### src/hw/rtl/olid_pkg.sv
`timescale 1ns / 1ps
`default_nettype none

package olid_pkg;

  // Field widths fixed by the command and result formats
  localparam int unsigned OPCODE_W = 2;
  localparam int unsigned VALUE_W  = 32;
  localparam int unsigned STATUS_W = 2;
  localparam int unsigned COUNT_W  = 5;

  // Opcodes
  localparam logic [OPCODE_W-1:0] OP_FRONT  = 2'd0;
  localparam logic [OPCODE_W-1:0] OP_BACK   = 2'd1;
  localparam logic [OPCODE_W-1:0] OP_DELETE = 2'd2;

  // Status codes
  localparam logic [STATUS_W-1:0] ST_OK        = 2'd0;
  localparam logic [STATUS_W-1:0] ST_NOT_FOUND = 2'd1;
  localparam logic [STATUS_W-1:0] ST_FULL      = 2'd2;

  typedef struct packed {
    logic [OPCODE_W-1:0]       opcode;
    logic signed [VALUE_W-1:0] value;
  } in_item_t;

  typedef struct packed {
    logic [STATUS_W-1:0] status;
    logic [COUNT_W-1:0]  count;
  } out_item_t;

  // Decoded command kind, as handed from the front to the back
  typedef enum logic [1:0] {
    CMD_FRONT,
    CMD_BACK,
    CMD_DELETE,
    CMD_NOP
  } cmd_kind_t;

  typedef struct packed {
    cmd_kind_t           kind;
    logic [VALUE_W-1:0]  value;
  } cmd_t;

  typedef enum logic [1:0] {
    BK_IDLE,
    BK_SCAN,
    BK_SHIFT
  } back_state_t;

endpackage : olid_pkg

`default_nettype wire

### src/hw/rtl/ordered_list_insert_delete.sv
// Channel   Direction  Payload     Transfer when
// in_       input      in_item_t   in_valid && in_ready
// out_      output     out_item_t  out_valid && out_ready
//
// Insert at front, append, full refusal and unused opcodes finish in the idle state; a delete
// on a non-empty list scans and, on a hit, closes the gap, with one RAM read per entry scanned
// and one per entry moved through the registered-read entry RAM.
// A command passes a queue slot and then the result register before out_valid rises.
// rst_n is synchronous, active low; it empties the list and the queue.
// The queue holds two commands; the back starts one only once the result register is free.
`timescale 1ns / 1ps
`default_nettype none

module ordered_list_insert_delete
  import olid_pkg::*;
#(
  parameter int unsigned CAPACITY = 16
) (
  input  wire        clk,
  input  wire        rst_n,
  input  wire        in_valid,
  output logic       in_ready,
  input  in_item_t   in_data,
  output logic       out_valid,
  input  wire        out_ready,
  output out_item_t  out_data
);

  // Decoded commands queued between front and back
  logic q_valid;
  logic q_ready;
  cmd_t q_cmd;

  // Front: accept the transfer, decode the opcode, hold it in the queue
  olid_front u_front (
    .clk      (clk),
    .rst_n    (rst_n),
    .in_valid (in_valid),
    .in_ready (in_ready),
    .in_data  (in_data),
    .q_valid  (q_valid),
    .q_ready  (q_ready),
    .q_cmd    (q_cmd)
  );

  // Back: circular buffer in RAM; scan and close the gap on delete,
  // register the result until the transfer on the output side
  olid_back #(
    .CAPACITY (CAPACITY)
  ) u_back (
    .clk       (clk),
    .rst_n     (rst_n),
    .q_valid   (q_valid),
    .q_ready   (q_ready),
    .q_cmd     (q_cmd),
    .out_valid (out_valid),
    .out_ready (out_ready),
    .out_data  (out_data)
  );

endmodule : ordered_list_insert_delete

`default_nettype wire

### src/hw/rtl/olid_ram.sv
`timescale 1ns / 1ps
`default_nettype none

module olid_ram #(
  parameter int unsigned WIDTH = 32,
  parameter int unsigned DEPTH = 16
) (
  input  wire                     clk,
  input  wire                     we,
  input  wire [$clog2(DEPTH)-1:0] waddr,
  input  wire [WIDTH-1:0]         wdata,
  input  wire                     re,
  input  wire [$clog2(DEPTH)-1:0] raddr,
  output logic [WIDTH-1:0]        rdata
);

  logic [WIDTH-1:0] mem_r [DEPTH];

  always_ff @(posedge clk) begin
    if (we) begin
      mem_r[waddr] <= wdata;
    end
    if (re) begin
      rdata <= mem_r[raddr];
    end
  end

endmodule : olid_ram

`default_nettype wire

### src/hw/rtl/olid_front.sv
`timescale 1ns / 1ps
`default_nettype none

module olid_front
  import olid_pkg::*;
(
  input  wire       clk,
  input  wire       rst_n,
  input  wire       in_valid,
  output logic      in_ready,
  input  in_item_t  in_data,
  output logic      q_valid,
  input  wire       q_ready,
  output cmd_t      q_cmd
);

  // Two-entry command queue
  cmd_t       slot_r [2];
  logic       wr_ptr_r, wr_ptr_nxt;
  logic       rd_ptr_r, rd_ptr_nxt;
  logic [1:0] fill_r, fill_nxt;
  cmd_t       cmd_dec;
  logic       push, pop;

  // Classify the opcode; unused codes become a no-op
  always_comb begin
    cmd_dec.value = in_data.value;
    unique case (in_data.opcode)
      OP_FRONT:  cmd_dec.kind = CMD_FRONT;
      OP_BACK:   cmd_dec.kind = CMD_BACK;
      OP_DELETE: cmd_dec.kind = CMD_DELETE;
      default:   cmd_dec.kind = CMD_NOP;
    endcase
  end

  assign in_ready = (fill_r != 2'd2);
  assign q_valid  = (fill_r != 2'd0);
  assign q_cmd    = slot_r[rd_ptr_r];
  assign push     = in_valid && in_ready;
  assign pop      = q_valid && q_ready;

  always_comb begin
    wr_ptr_nxt = push ? ~wr_ptr_r : wr_ptr_r;
    rd_ptr_nxt = pop ? ~rd_ptr_r : rd_ptr_r;
    fill_nxt   = fill_r + {1'b0, push} - {1'b0, pop};
  end

  always_ff @(posedge clk) begin
    if (!rst_n) begin
      wr_ptr_r <= 1'b0;
      rd_ptr_r <= 1'b0;
      fill_r   <= 2'd0;
    end else begin
      wr_ptr_r <= wr_ptr_nxt;
      rd_ptr_r <= rd_ptr_nxt;
      fill_r   <= fill_nxt;
    end
  end

  always_ff @(posedge clk) begin
    if (push) begin
      slot_r[wr_ptr_r] <= cmd_dec;
    end
  end

endmodule : olid_front

`default_nettype wire

### src/hw/rtl/olid_back.sv
`timescale 1ns / 1ps
`default_nettype none

module olid_back
  import olid_pkg::*;
#(
  parameter int unsigned CAPACITY = 16
) (
  input  wire        clk,
  input  wire        rst_n,
  input  wire        q_valid,
  output logic       q_ready,
  input  cmd_t       q_cmd,
  output logic       out_valid,
  input  wire        out_ready,
  output out_item_t  out_data
);

  localparam int unsigned AW = $clog2(CAPACITY);
  localparam int unsigned CW = $clog2(CAPACITY + 1);
  localparam logic [AW-1:0] LAST_PTR = AW'(CAPACITY - 1);
  localparam logic [CW-1:0] FULL_CNT = CW'(CAPACITY);

  function automatic logic [AW-1:0] ptr_inc(input logic [AW-1:0] p);
    return (p == LAST_PTR) ? '0 : p + 1'b1;
  endfunction

  function automatic logic [AW-1:0] ptr_dec(input logic [AW-1:0] p);
    return (p == '0) ? LAST_PTR : p - 1'b1;
  endfunction

  back_state_t        state_r, state_nxt;
  logic [AW-1:0]      head_r, head_nxt;
  logic [AW-1:0]      tail_r, tail_nxt;
  logic [CW-1:0]      count_r, count_nxt;
  logic [VALUE_W-1:0] key_r, key_nxt;
  logic [AW-1:0]      iss_ptr_r, iss_ptr_nxt;
  logic [CW-1:0]      iss_idx_r, iss_idx_nxt;
  logic               chk_vld_r, chk_vld_nxt;
  logic [AW-1:0]      chk_ptr_r, chk_ptr_nxt;
  logic [CW-1:0]      chk_idx_r, chk_idx_nxt;
  logic [AW-1:0]      sh_rd_ptr_r, sh_rd_ptr_nxt;
  logic [AW-1:0]      sh_wr_ptr_r, sh_wr_ptr_nxt;
  logic [CW-1:0]      sh_left_r, sh_left_nxt;
  logic               sh_wv_r, sh_wv_nxt;
  logic               out_valid_r, out_valid_nxt;
  out_item_t          out_data_r, out_data_nxt;

  logic               ram_we, ram_re;
  logic [AW-1:0]      ram_waddr, ram_raddr;
  logic [VALUE_W-1:0] ram_wdata, ram_rdata;

  logic               start, hit, miss_last, shift_done, full;
  logic               res_load;
  logic [STATUS_W-1:0] res_status;

  olid_ram #(
    .WIDTH (VALUE_W),
    .DEPTH (CAPACITY)
  ) u_ram (
    .clk   (clk),
    .we    (ram_we),
    .waddr (ram_waddr),
    .wdata (ram_wdata),
    .re    (ram_re),
    .raddr (ram_raddr),
    .rdata (ram_rdata)
  );

  assign q_ready    = (state_r == BK_IDLE) && !out_valid_r;
  assign start      = q_valid && q_ready;
  assign full       = (count_r == FULL_CNT);
  assign hit        = chk_vld_r && (ram_rdata == key_r);
  assign miss_last  = chk_vld_r && !hit && (chk_idx_r == count_r - 1'b1);
  assign shift_done = (sh_left_r == '0) && !sh_wv_r;
  assign out_valid  = out_valid_r;
  assign out_data   = out_data_r;

  // Next state
  always_comb begin
    state_nxt = state_r;
    unique case (state_r)
      BK_IDLE: begin
        if (start && (q_cmd.kind == CMD_DELETE) && (count_r != '0)) begin
          state_nxt = BK_SCAN;
        end
      end
      BK_SCAN: begin
        if (hit) begin
          state_nxt = BK_SHIFT;
        end else if (miss_last) begin
          state_nxt = BK_IDLE;
        end
      end
      BK_SHIFT: begin
        if (shift_done) begin
          state_nxt = BK_IDLE;
        end
      end
      default: state_nxt = BK_IDLE;
    endcase
  end

  // Datapath and outputs
  always_comb begin
    head_nxt      = head_r;
    tail_nxt      = tail_r;
    count_nxt     = count_r;
    key_nxt       = key_r;
    iss_ptr_nxt   = iss_ptr_r;
    iss_idx_nxt   = iss_idx_r;
    chk_vld_nxt   = chk_vld_r;
    chk_ptr_nxt   = chk_ptr_r;
    chk_idx_nxt   = chk_idx_r;
    sh_rd_ptr_nxt = sh_rd_ptr_r;
    sh_wr_ptr_nxt = sh_wr_ptr_r;
    sh_left_nxt   = sh_left_r;
    sh_wv_nxt     = sh_wv_r;
    ram_we        = 1'b0;
    ram_waddr     = '0;
    ram_wdata     = '0;
    ram_re        = 1'b0;
    ram_raddr     = '0;
    res_load      = 1'b0;
    res_status    = ST_OK;

    unique case (state_r)
      BK_IDLE: begin
        if (start) begin
          unique case (q_cmd.kind)
            CMD_FRONT: begin
              res_load = 1'b1;
              if (full) begin
                res_status = ST_FULL;
              end else begin
                ram_we    = 1'b1;
                ram_waddr = ptr_dec(head_r);
                ram_wdata = q_cmd.value;
                head_nxt  = ptr_dec(head_r);
                count_nxt = count_r + 1'b1;
              end
            end
            CMD_BACK: begin
              res_load = 1'b1;
              if (full) begin
                res_status = ST_FULL;
              end else begin
                ram_we    = 1'b1;
                ram_waddr = tail_r;
                ram_wdata = q_cmd.value;
                tail_nxt  = ptr_inc(tail_r);
                count_nxt = count_r + 1'b1;
              end
            end
            CMD_DELETE: begin
              if (count_r == '0) begin
                res_load   = 1'b1;
                res_status = ST_NOT_FOUND;
              end else begin
                key_nxt     = q_cmd.value;
                iss_ptr_nxt = head_r;
                iss_idx_nxt = '0;
                chk_vld_nxt = 1'b0;
              end
            end
            CMD_NOP: begin
              res_load = 1'b1;
            end
            default: begin
              res_load = 1'b1;
            end
          endcase
        end
      end

      BK_SCAN: begin
        if (hit) begin
          sh_rd_ptr_nxt = ptr_inc(chk_ptr_r);
          sh_wr_ptr_nxt = chk_ptr_r;
          sh_left_nxt   = count_r - 1'b1 - chk_idx_r;
          sh_wv_nxt     = 1'b0;
          chk_vld_nxt   = 1'b0;
        end else if (miss_last) begin
          res_load    = 1'b1;
          res_status  = ST_NOT_FOUND;
          chk_vld_nxt = 1'b0;
        end else if (iss_idx_r < count_r) begin
          ram_re      = 1'b1;
          ram_raddr   = iss_ptr_r;
          iss_ptr_nxt = ptr_inc(iss_ptr_r);
          iss_idx_nxt = iss_idx_r + 1'b1;
          chk_vld_nxt = 1'b1;
          chk_ptr_nxt = iss_ptr_r;
          chk_idx_nxt = iss_idx_r;
        end else begin
          chk_vld_nxt = 1'b0;
        end
      end

      BK_SHIFT: begin
        if (sh_wv_r) begin
          ram_we        = 1'b1;
          ram_waddr     = sh_wr_ptr_r;
          ram_wdata     = ram_rdata;
          sh_wr_ptr_nxt = ptr_inc(sh_wr_ptr_r);
        end
        if (sh_left_r != '0) begin
          ram_re        = 1'b1;
          ram_raddr     = sh_rd_ptr_r;
          sh_rd_ptr_nxt = ptr_inc(sh_rd_ptr_r);
          sh_left_nxt   = sh_left_r - 1'b1;
          sh_wv_nxt     = 1'b1;
        end else begin
          sh_wv_nxt = 1'b0;
        end
        if (shift_done) begin
          res_load  = 1'b1;
          count_nxt = count_r - 1'b1;
          tail_nxt  = ptr_dec(tail_r);
        end
      end

      default: begin
        res_load = 1'b0;
      end
    endcase

    out_data_nxt        = out_data_r;
    out_data_nxt.status = res_load ? res_status : out_data_r.status;
    out_data_nxt.count  = res_load ? COUNT_W'(count_nxt) : out_data_r.count;
    out_valid_nxt       = res_load || (out_valid_r && !out_ready);
  end

  always_ff @(posedge clk) begin
    if (!rst_n) begin
      state_r     <= BK_IDLE;
      head_r      <= '0;
      tail_r      <= '0;
      count_r     <= '0;
      chk_vld_r   <= 1'b0;
      sh_wv_r     <= 1'b0;
      sh_left_r   <= '0;
      out_valid_r <= 1'b0;
    end else begin
      state_r     <= state_nxt;
      head_r      <= head_nxt;
      tail_r      <= tail_nxt;
      count_r     <= count_nxt;
      chk_vld_r   <= chk_vld_nxt;
      sh_wv_r     <= sh_wv_nxt;
      sh_left_r   <= sh_left_nxt;
      out_valid_r <= out_valid_nxt;
    end
  end

  always_ff @(posedge clk) begin
    key_r       <= key_nxt;
    iss_ptr_r   <= iss_ptr_nxt;
    iss_idx_r   <= iss_idx_nxt;
    chk_ptr_r   <= chk_ptr_nxt;
    chk_idx_r   <= chk_idx_nxt;
    sh_rd_ptr_r <= sh_rd_ptr_nxt;
    sh_wr_ptr_r <= sh_wr_ptr_nxt;
    out_data_r  <= out_data_nxt;
  end

endmodule : olid_back

`default_nettype wire

### config.mk
export PLATFORM = sky130hd
export DESIGN_NAME = ordered_list_insert_delete
export DESIGN_NICKNAME = d
export VERILOG_FILES = /design/src/hw/rtl/olid_pkg.sv /design/src/hw/rtl/ordered_list_insert_delete.sv /design/src/hw/rtl/olid_ram.sv /design/src/hw/rtl/olid_front.sv /design/src/hw/rtl/olid_back.sv
export SDC_FILE = /design/constraint.sdc
export NUM_CORES = 1
export LEC_CHECK = 0
export BUFFER_PORTS_ARGS = -buffer_cell sky130_fd_sc_hd__buf_4
export CAP_MARGIN = 10
export CORE_ASPECT_RATIO = 2
export CORE_MARGIN = 4
export CORE_UTILIZATION = 30
export CTS_BUF_LIST = sky130_fd_sc_hd__clkbuf_8
export CTS_CLUSTER_DIAMETER = 30
export DETAILED_ROUTE_END_ITERATION = 10
export PLACE_DENSITY = 0.47
export SLEW_MARGIN = 20
export SYNTH_ARGS = -nofsm -noshare
export SYNTH_HDL_FRONTEND = slang
export SYNTH_SLANG_ARGS = --single-unit
### constraint.sdc
create_clock -name clk -period 5 [get_ports clk]
set_input_delay 0.5 -clock clk [delete_from_list [all_inputs] [get_ports clk]]
set_output_delay 0.5 -clock clk [all_outputs]
set_load 0.02 [all_outputs]
Yosys cells after proc, flatten, opt, wreduce, memory -nomap -nowiden

Memory sizes are Yosys's and may differ from the RTL's. A register that Yosys moved wholly into a read port is not among the register bits.
Index checks and enable logic that the tools add are counted.

Bits in registers: 92
Latch bits: 0
Bits in writable memories: 580
Memory bits (read-only): 0
Output and inout port bits: 9
Word-level logic and storage cells: 211
Memories kept: 2

Memories:

| memory             | depth | bits a word | read ports | clocked after Yosys merged registers in | wr ports | RTL line         | source |
|---|---|---|---|---|---|---|---|
| u_back.u_ram.mem_r | 16    | 32          | 1          | 1                                       | 1        | olid_ram.sv:17   | `logic [WIDTH-1:0] mem_r [DEPTH];` |
| u_front.slot_r     | 2     | 34          | 1          | 1                                       | 1        | olid_front.sv:18 | `cmd_t slot_r [2];` |

Add/subtract/negate cells: 14
$mul: 0
Div/mod/pow operators: 0
Magnitude comparators: 1
Eq/ne operators: 30
Shift-type cells: 0
Mux-type cells: 98
Bitwise operators: 6
Reduce and logical (&&, ||, !) cells: 40

Operators with widths:

| kind                                                               | count |
|---|---|
| 32-bit two-way mux                                                 | 4 |
| 4-bit two-way mux                                                  | 29 |
| 32-bit case mux with 2 select lines                                | 1 |
| 5-bit two-way mux                                                  | 12 |
| 4-bit case mux with 2 select lines                                 | 7 |
| 32-bit equality test                                               | 1 |
| 5-bit case mux with 2 select lines                                 | 3 |
| 1-bit two-way mux                                                  | 25 |
| 4-bit by 1-bit adder with 4-bit output, second input constant      | 5 |
| 4-bit equality test, second input constant                         | 5 |
| 2-bit != test, second input constant                               | 8 |
| 4-bit AND reduction                                                | 4 |
| 2-bit two-way mux                                                  | 7 |
| 2-bit by 1-bit != test with 1-bit output, second input constant    | 6 |
| 2-bit case mux with 3 select lines                                 | 2 |
| 5-bit by 1-bit adder with 5-bit output, second input constant      | 2 |
| 1-bit logical AND                                                  | 10 |
| 5-bit logical NOT                                                  | 2 |
| 1-bit case mux with 2 select lines                                 | 5 |
| 5-bit nonzero test                                                 | 2 |
| 5-bit by 1-bit subtractor with 5-bit output, second input constant | 2 |
| 3-bit AND reduction                                                | 3 |
| 2-bit equality test, second input constant                         | 4 |
| 4-bit logical NOT                                                  | 2 |
| other kinds (21)                                                   | 38 |

Longest topological paths before layout

Gate-level depths: netlist of run 1.

Depth after elaboration: 9
Mapped depth: 15
Depth with buffers taken out: 12

Hierarchy

A second synthesis of run 1 with hierarchy kept.

Cells, all modules: 1477
Area, all modules: 28218.3 um^2

Modules (own cells, without submodules):

| module     | instances | cells an instance | area an instance (um^2) | seq. area each (um^2) |
|---|---|---|---|---|
| olid_ram   | 1         | 838               | 20155.6                 | 16335.7 |
| olid_back  | 1         | 502               | 5328.9                  | 2412.3 |
| olid_front | 1         | 137               | 2733.9                  | 2142.1 |

Worst setup path after synthesis of run 1

No wires, ideal clock.

Kind: register to register
Start point: register u_back.count_r[0]
End point: memory u_back.u_ram.mem_r[8][0], enable pin
Library setup time: 461 ps
Arrival: 3925 ps
Required time: 4539 ps
Slack: 614 ps
Stages on the path, launching flop included: 9
Period minus slack after synthesis: 4386 ps
Cells stage by stage: dfxtp_1 inv_1 ha_1 nor3b_4 nand2_1 nand3_1 o21ai_0 nand2_1 nor3_1

Word-level cells in the longest chain between the ends: 7
Elaborated cells between the ends (all ways): 12

Ends and longest elaborated chain:

| item                                    | RTL line                           | source |
|---|---|---|
| start: declaration                      | olid_back.sv:35                    | `logic [CW-1:0] count_r, count_nxt;` |
| start signal: assignment                | olid_back.sv:248                   | `count_r <= count_nxt;` |
| 5-bit equality test (*)                 | olid_back.sv:72                    | `assign full = (count_r == FULL_CNT);` |
| 1-bit two-way mux                       | olid_back.sv:133, olid_back.sv:145 |  |
| 1-bit two-way mux                       | --                                 |  |
| 1-bit two-way mux                       | olid_back.sv:129                   | `if (start) begin` |
| 1-bit case mux with 2 select lines      | olid_back.sv:127                   | `unique case (state_r)` |
| 1-bit two-way mux                       | olid_ram.sv:20                     | `if (we) begin` |
| 1-bit two-way mux (implied by the code) | olid_ram.sv:21                     | `mem_r[waddr] <= wdata;` |
| end: declaration                        | olid_ram.sv:17                     |  |

Every way passes the cells marked *; elsewhere a longest branch is shown, timed or not.

Worst setup path after layout of run 1

Start point: register u_back.u_ram.rdata[28], read port of u_back.u_ram.mem_r
End point: register u_back.u_ram.rdata[7], read port of u_back.u_ram.mem_r, data pin

Word-level cells in the longest chain between the ends: 8
Elaborated cells between the ends (all ways): 11

Ends and longest elaborated chain:

| item                                                                                            | RTL line         | source |
|---|---|---|
| start: declaration                                                                              | olid_ram.sv:14   | `output logic [WIDTH-1:0] rdata` |
| 32-bit equality test (*)                                                                        | olid_back.sv:73  | `assign hit = chk_vld_r && (ram_rdata == key_r);` |
| 1-bit logical AND (*)                                                                           | olid_back.sv:73  |  |
| 1-bit logical NOT                                                                               | olid_back.sv:74  | `assign miss_last = chk_vld_r && !hit && (chk_idx_r == count_r - 1'b1);` |
| 1-bit logical AND (2 in a row)                                                                  | olid_back.sv:74  |  |
| 4-bit two-way mux / 1-bit two-way mux (equally long branches)                                   | olid_back.sv:183 | `end else if (miss_last) begin` |
| 4-bit two-way mux / 1-bit two-way mux (equally long branches)                                   | olid_back.sv:177 | `if (hit) begin` |
| 4-bit case mux with 2 select lines / 1-bit case mux with 2 select lines (equally long branches) | olid_back.sv:127 |  |

Marks and branches as above.
A chain may end at the register's enable or synchronous reset.

==> results.md, run 1 <==
- Max-cap violations: 0
- Avg Vias per Cell: between 4 and 5
- CTS buffer count: 98
- CP top delay family: simple AND/OR/NAND/NOR gates
- GR Util met2: 33.27%
- P&R area growth vs syn: 15.77%
- Chip Height: 453.2 um
- Max stage delay cell, worst path: nor4_1
- Pins Over Slew Limit: 0
- TritonCTS clock tree: done
- Worst setup SP type: flop
- Layout cells sized above 1: approximately 16%
- Post-synthesis cell count: 1991
- Yosys cell types: 67
- Die W: 230.6 um
- Layout fillers: 9455
- Min Tclk post-route: 4320 ps
- DR WL/cell: 24.77 um
- Initial antenna violation count: 1
- Routed Antenna Nets: 0
- Tcrit/Tclk final: 86.39%
- IO Count: 47
- Critical Path Most Common Cell: mux2i_1
- Critical Path RT: 5450 ps
- Hpwl dp: just over 50000 um
- Synth Warn #: 0
- CTS HTree Levels: 3
- Worst setup EP type: flop
- Worst path cell trace: xor2_1 -> nor4_1 -> buf_4 -> and4_1 -> nand4_1 -> a31oi_4 -> buf_12 -> mux2i_1 -> a22oi_1 -> mux2i_1 -> o221ai_1
- Final TNS setup: 0 ps
- Global-route layer with the greatest usage: met2
- CTS Buffer Depth: 3
- Flop and latch count out of synthesis: 705
- Prevailing post-synth register cell: edfxtp_1
- DRC: 0
- Clock Skew: 33.44 ps
- Worst Hold Slack: 85.77 ps
- CP Buf/Inv Count: 2
- Crit path DAT: 4770 ps
- Overflow after GRT: 0
- Fin. Hold Viols: 0
- CP max FO: 37
- Largest net degree at the start of global routing: 164
- Post-CTS sizing: 0
- Die area: 0.1045 mm2
- RD Place Congestion: 0.8140
- Num rows: ~160
- Sequential share of power: 52.4%
- RSZ-0062 raised after global routing: false
- GRT met3 Usage: 2.193%
- Sequential fraction of the synthesis area: 70.26%
- Met1 Usage GRT: 16.32%
- Effective utilization at floorplan: 30.18%
- Drt total wl: 87030 um
- Mapped Area: 0.02973 mm2
- Post-synthesis area per instance: approximately 15 um2
- Reg clk slew, reported paths: 70 ps
- CORE AREA: roughly 0.1 mm2
- Clock share of power: about a third
- Power Density: 411.9 mW/mm2
- Ys async rst share: 0%
- Switching Power: 3.981 mW
- Slew @ Worst Pin: between 1000 and 1500 ps
- IO Port Bufs: 46
- CP max stage delay: 780 ps
- Outcome: finished clean
- Overall routing resource usage: 16.29%
- Slew margin rel.: between 20% and 30%
- Syn Nets: a little over 2000
- Post-synth EDFFs: 677
- Detailed-route via count: ~18000
- Fmax: 231.5 MHz
- Post-layout nets: 2181
- Int Power: 10.20 mW
- Root Buffer: clkbuf_8
- Type of the worst min-delay path: input pin to flop
- Combinational power share: 15.8%
- Leakage: 11.51 nW
- Sw Share: 28.08%
- First-pass GRT wire length: 124300 um
- Clock latency on the worst-skew pair: roughly 740 ps
- Setup Viol. Count Final: 0
- Peak VDD IR: 0.2064 mV
- Critical path type: flop to flop
- DR pass1 iterations: 5
- Clock sinks: 705
- Initial DRC count: 1151
- Vias in the first global route: 18413
==> per-layer routing <==
metal  vias up  routed length (um)
li1       7897                   -
met1      9085               30740
met2       401               50180
met3       159                3082
met4         0                3019
met5         -                   0
==> cell families after synthesis <==
logic type | after synthesis | synth area share [%]
multiplexers | 232 | 9.305
XOR/XNOR | 52 | 1.532
AO/OA/AOI/OAI | 344 | 7.929
adder cells (fa/ha/maj) | 27 | 1.162
AND/OR/NAND/NOR | 421 | 6.973
buffers and inverters | 210 | 2.836
flip-flops | 705 | 70.26
==> path summary, 6_finish.rpt <==
kind / startpoint / endpoint / slack [ps] / cells past startpoint
worst max register to register: u_back.u_ram.rdata[28] / u_back.u_ram.rdata[7] / 680 / 11
worst min-delay path: out_ready / u_back.out_valid / 90 / 3
worst min register to register: u_back.sh_left_r[1] / u_back.sh_left_r[1] / 480 / 2
worst max-delay path: u_back.u_ram.rdata[28] / u_back.u_ram.rdata[7] / 680 / 11
==> through the flow <==
step           area, um2  cells  total power [mW]  util (%)  setup slack [ps]
3_3_place_gp       32140   3302             9.719     32.63             654.5
4_1_cts            34420   3513             14.35     34.94             571.9
2_1_floorplan      29730   1991             8.817         -             614.3
5_1_grt            34420   3514             14.79     34.94             525.2
3_5_place_dp       32140   3302             9.782     32.63             613.1
6_report           34420   3514             14.18     34.94             680.4
==> cells in the final DEF, fill, tap and decap left out, types with 8 or more instances in the layout <==
cell / synthesis / routed
o221ai_1: 32 / 32
nor2_4: 0 / 18
nand2b_1: 70 / 70
ha_1: 26 / 25
dfxtp_1: 28 / 27
a21oi_1: 55 / 54
clkinv_2: 0 / 9
dlygate4sd3_1: 0 / 34
a21o_1: 9 / 9
mux4_2: 32 / 32
a31oi_1: 12 / 11
xor2_1: 41 / 41
nor2_1: 83 / 65
buf_12: 0 / 17
nor3_1: 9 / 8
mux2_2: 35 / 35
xnor2_1: 11 / 11
o21ai_0: 88 / 88
inv_1: 92 / 122
nand4_1: 38 / 38
o211ai_1: 9 / 9
and2_1: 12 / 12
clkinv_1: 2 / 19
nand2_1: 131 / 131
a22oi_1: 65 / 65
nand3_1: 41 / 40
edfxtp_1: 677 / 677
clkbuf_8: 0 / 105
mux2i_1: 165 / 164
a311oi_1: 35 / 35
buf_4: 1 / 89
==> cells in the mapped netlist (7+ instances only) <==
cell type  number  area share (%)
dfxtp_1        28             1.9
and2_1         12            0.25
nor2b_1         7            0.15
ha_1           26             1.1
xor2_1         41             1.2
mux2_2         35             1.3
nor3_1          9            0.15
nand2_1       131             1.7
mux2i_1       165             5.6
a21oi_1        55            0.93
nand4_1        38            0.80
o221ai_1       32            0.94
inv_1          92             1.2
a21o_1          9            0.23
o21ai_0        88             1.5
a311oi_1       35             1.0
xnor2_1        11            0.32
a31oi_1        12            0.25
nand2b_1       70             1.5
buf_1           8            0.10
nor4_1          8            0.17
nor2_1         83             1.0
mux4_2         32             2.4
clkbuf_1       70            0.88
a22oi_1        65             1.6
o211ai_1        9            0.23
nand3_1        41            0.69
edfxtp_1      677              68
buf_2          35            0.59
==> sequential cells by signal, indices dropped and copies added, names as in the netlist, named ones only <==
signal,flops
u_back.out_valid,1
u_back.state_r,2
u_back.sh_rd_ptr_r,4
u_back.chk_vld_r,1
u_back.u_ram.mem_r,512
u_back.sh_wr_ptr_r,4
u_back.sh_left_r,5
u_back.count_r,5
u_front.wr_ptr_r,1
u_front.rd_ptr_r,1
u_back.head_r,4
u_back.chk_ptr_r,4
u_back.sh_wv_r,1
u_front.slot_r,68
u_back.chk_idx_r,5
u_front.fill_r,2
u_back.iss_idx_r,5
u_back.out_data,7
u_back.iss_ptr_r,4
u_back.key_r,32
u_back.tail_r,4
u_back.u_ram.rdata,32
==> power groups by stage <==
stage	clock network (mW)	logic, mW	registers (mW)
floorplan	0	1.29	7.53
global placement	0	2.17	7.55
detailed placement	0	2.22	7.56
CTS	4.66	2.26	7.43
global route	4.90	2.43	7.46
finish	4.51	2.24	7.43
==> worst reg2reg max path: cells and delay by family, from the launching register on <==
| kind | cells | cell delay (ps) |
|---|---|---|
| AO/OA/AOI/OAI | 3 | 880 |
| XOR/XNOR | 1 | 240 |
| buffers and inverters | 2 | 630 |
| flip-flops | 1 | 430 |
| multiplexers | 2 | 500 |
| AND/OR/NAND/NOR | 3 | 1360 |
==> repair_timing <==
action | in CTS | in global routing
endpoints found under the hold margin | 68 | 0
buffers inserted | 0 | 0
hold buffers | 34 | 0
==> final cells by class <==
class | count | area [um2] | share of cell area [%]
Timing Repair Buffer | 140 | 1349 | 3.919
Antenna cell | 1 | 2.502 | 0.007270
Tap cell | 1320 | 1652 | 4.798
Clock buffer | 105 | 1445 | 4.199
Sequential cell | 705 | 20890 | 60.70
Multi-Input combinational cell | 1076 | 8233 | 23.92
Clock inverter | 72 | 490.5 | 1.425
Inverter | 95 | 356.6 | 1.036
No activity file was read; power rests on OpenSTA's default activity.
==> run 2, diff against run 1 <==
- PLACE_DENSITY: 0.47 -> 0.49
- clock period: 5 -> 3.7 ns (I/O delays scaled with it)
==> run 2 against run 1 <==
Compared with the run above:
- sequential share of layout area decreased by 2.2 points
- clock skew increased by 3.4 ps
- via count grew 2.8%
- worst setup slack got worse by 560 ps
==> results.md, run 2 (synthesis results as in run 1) <==
- P&R area growth vs syn: 20.11% (was 15.77%)
- Layout cells sized above 1: 20.14% (was 15.69%)
- Reg clk slew, reported paths: 70 ps (about the same)
- Chip Height: 453.2 um (unchanged)
- Initial antenna violation count: 3 (was 1)
- RSZ-0062 raised after global routing: true (was false)
- Vias in the first global route: 18862 (was 18413)
- Power Density: 547.8 mW/mm2 (was 411.9 mW/mm2)
- Effective utilization at floorplan: 30.18% (unchanged)
- Routed Antenna Nets: 0 (unchanged)
- Clock sinks: 705 (unchanged)
- Final instance area: 0.03571 mm2 (was 0.03442 mm2)
- Overflow after GRT: 0 (unchanged)
- Leakage: 12.16 nW (was 11.51 nW)
- CORE AREA: 0.09851 mm2 (unchanged)
- Die W: 230.6 um (unchanged)
- Min Tclk post-route: 3579 ps (was 4320 ps)
- Fin. Hold Viols: 0 (unchanged)
- RD Place Congestion: 0.8260 (was 0.8140)
- CTS Buffer Depth: 3 (unchanged)
- Tcrit/Tclk final: 96.73% (was 86.39%)
- Largest reg by FF count: u_back.u_ram.mem_r (unchanged)
- Type of the worst min-delay path: input pin to flop (unchanged)
- Overall routing resource usage: 16.41% (was 16.29%)
- CTS HTree Levels: 3 (unchanged)
- Root Buffer: clkbuf_8 (unchanged)
- Die area: 0.1045 mm2 (unchanged)
- Most frequent cells in the layout: edfxtp_1, buf_4, mux2i_1 (was edfxtp_1, mux2i_1, nand2_1)
- Peak VDD IR: 0.3128 mV (was 0.2064 mV)
- Max reg flops: 512 (unchanged)
- TritonCTS clock tree: done (unchanged)
- Setup Viol. Count Final: 0 (unchanged)
- Clock Skew: 36.88 ps (was 33.44 ps)
- Post-layout nets: 2288 (was 2181)
- Critical Path RT: 4190 ps (was 5450 ps)
- Pwr Total: 19.56 mW (was 14.18 mW)
- Pins Over Slew Limit: 0 (unchanged)
- Outcome: finished clean (unchanged)
- Crit path DAT: 4070 ps (was 4770 ps)
- CTS buffer count: 100 (was 98)
- Detailed-route via count: 18031 (was 17542)
- DR WL/cell: 24.03 um (was 24.77 um)
- DRC: 0 (unchanged)
- Placed cell area: 0.03320 mm2 (was 0.03214 mm2)
- First-pass GRT wire length: 126200 um (was 124300 um)
- Biggest regs: u_back.u_ram.mem_r (512), u_front.slot_r (68) (unchanged)
- Slew @ Worst Pin: 1020 ps (was 1089 ps)
- Initial DRC count: 1234 (was 1151)
- Fmax: 279.4 MHz (was 231.5 MHz)
- Num rows: 163 (unchanged)
- Fin util: 36.25% (was 34.94%)
- Max-cap violations: 0 (unchanged)
- Largest net degree at the start of global routing: 92 (was 164)
- Slew margin rel.: 32.03% (was 27.42%)
- DR pass1 iterations: 5 (unchanged)
- Hpwl dp: 56580 um (was 51550 um)
- Clock latency on the worst-skew pair: 760 ps (was 740 ps)
- Critical path type: flop to flop (unchanged)
- Drt total wl: 87220 um (was 87030 um)
- Worst setup EP type: flop (unchanged)
- IO Port Bufs: 46 (unchanged)
- CP max FO: 24 (was 37)
- Worst setup SP type: flop (unchanged)
- Avg Vias per Cell: 4.967 (was 4.992)
- IO Count: 47 (unchanged)
- Commonest non-fill, non-tap cell in the layout: edfxtp_1 (unchanged)
run 2: cell types whose count changed in the layout (fill, tap and decap cells not counted), sizes merged:
cell and delta:
clkinv +7, clkinvlp +5, dlygate4sd3 +3, clkbuf +1, buf +101, inv -1
run 2: cell type report:
type,count,area [um2]
Tap cell,1320,1652
Antenna cell,1,2.502
Inverter,95,356.6
Multi-Input combinational cell,1076,8282
Clock buffer,105,1445
Clock inverter,83,581.8
Sequential cell,705,20890
Fill cell,9350,62800
Timing Repair Buffer,245,2499
run 2: worst paths after layout:
path                                             from                endpoint  slack (ps)  cells after the start
worst max-delay path            u_back.u_ram.rdata[9]  u_back.u_ram.rdata[17]         120                     13
worst min register to register    u_back.sh_left_r[1]     u_back.sh_left_r[1]         490                      2
worst min-delay path                         in_valid       u_front.fill_r[0]         130                      5
worst max register to register  u_back.u_ram.rdata[9]  u_back.u_ram.rdata[17]         120                     13
run 2: worst max-delay path, cell delays in order, from the launching register on:
cell      delay (ps)
edfxtp_1         420
xor2_1           190
buf_4            180
nor4_2           360
buf_4            210
and4_1           230
nand4_1          230
a31oi_4          270
buf_12           250
buf_16           240
mux2i_1          310
a22oi_1          130
mux2i_1          150
o221ai_1         120
run 2: timing repair:
action,4_1_cts,5_1_grt
pin swaps,0,3
hold endpoints to repair,87,0
gates cloned,0,1
gates resized for setup,1,11
endpoints found under the setup margin,7,32
buffers inserted,0,3
hold buffers,37,0
run 2: stage by stage:
step	setup slack [ps]	std cells	hold slack [ps]	setup TNS [ps]
2_1_floorplan	32.74	1991	424.4	0
3_3_place_gp	-3.682	3400	463.0	-3.682
3_5_place_dp	-67.36	3400	477.6	-285.2
4_1_cts	5.132	3625	49.49	0
5_1_grt	-19.09	3630	107.0	-46.07
6_report	121.0	3630	128.6	0
run 2: per-layer routing:
metal  vias up  wire, um  track usage (%)
met1      9217     30310            16.59
met5         -         0                0
met4         0      3875            7.190
met3       185      3189            2.187
li1       8124         -                -
met2       505     49850            32.86
run 2: power breakdown:
group | switching, mW | internal (mW)
clock network | 3.15 | 3.11
logic | 2.25 | 1.03
registers | 0.201 | 9.82
total | 5.60 | 14.0
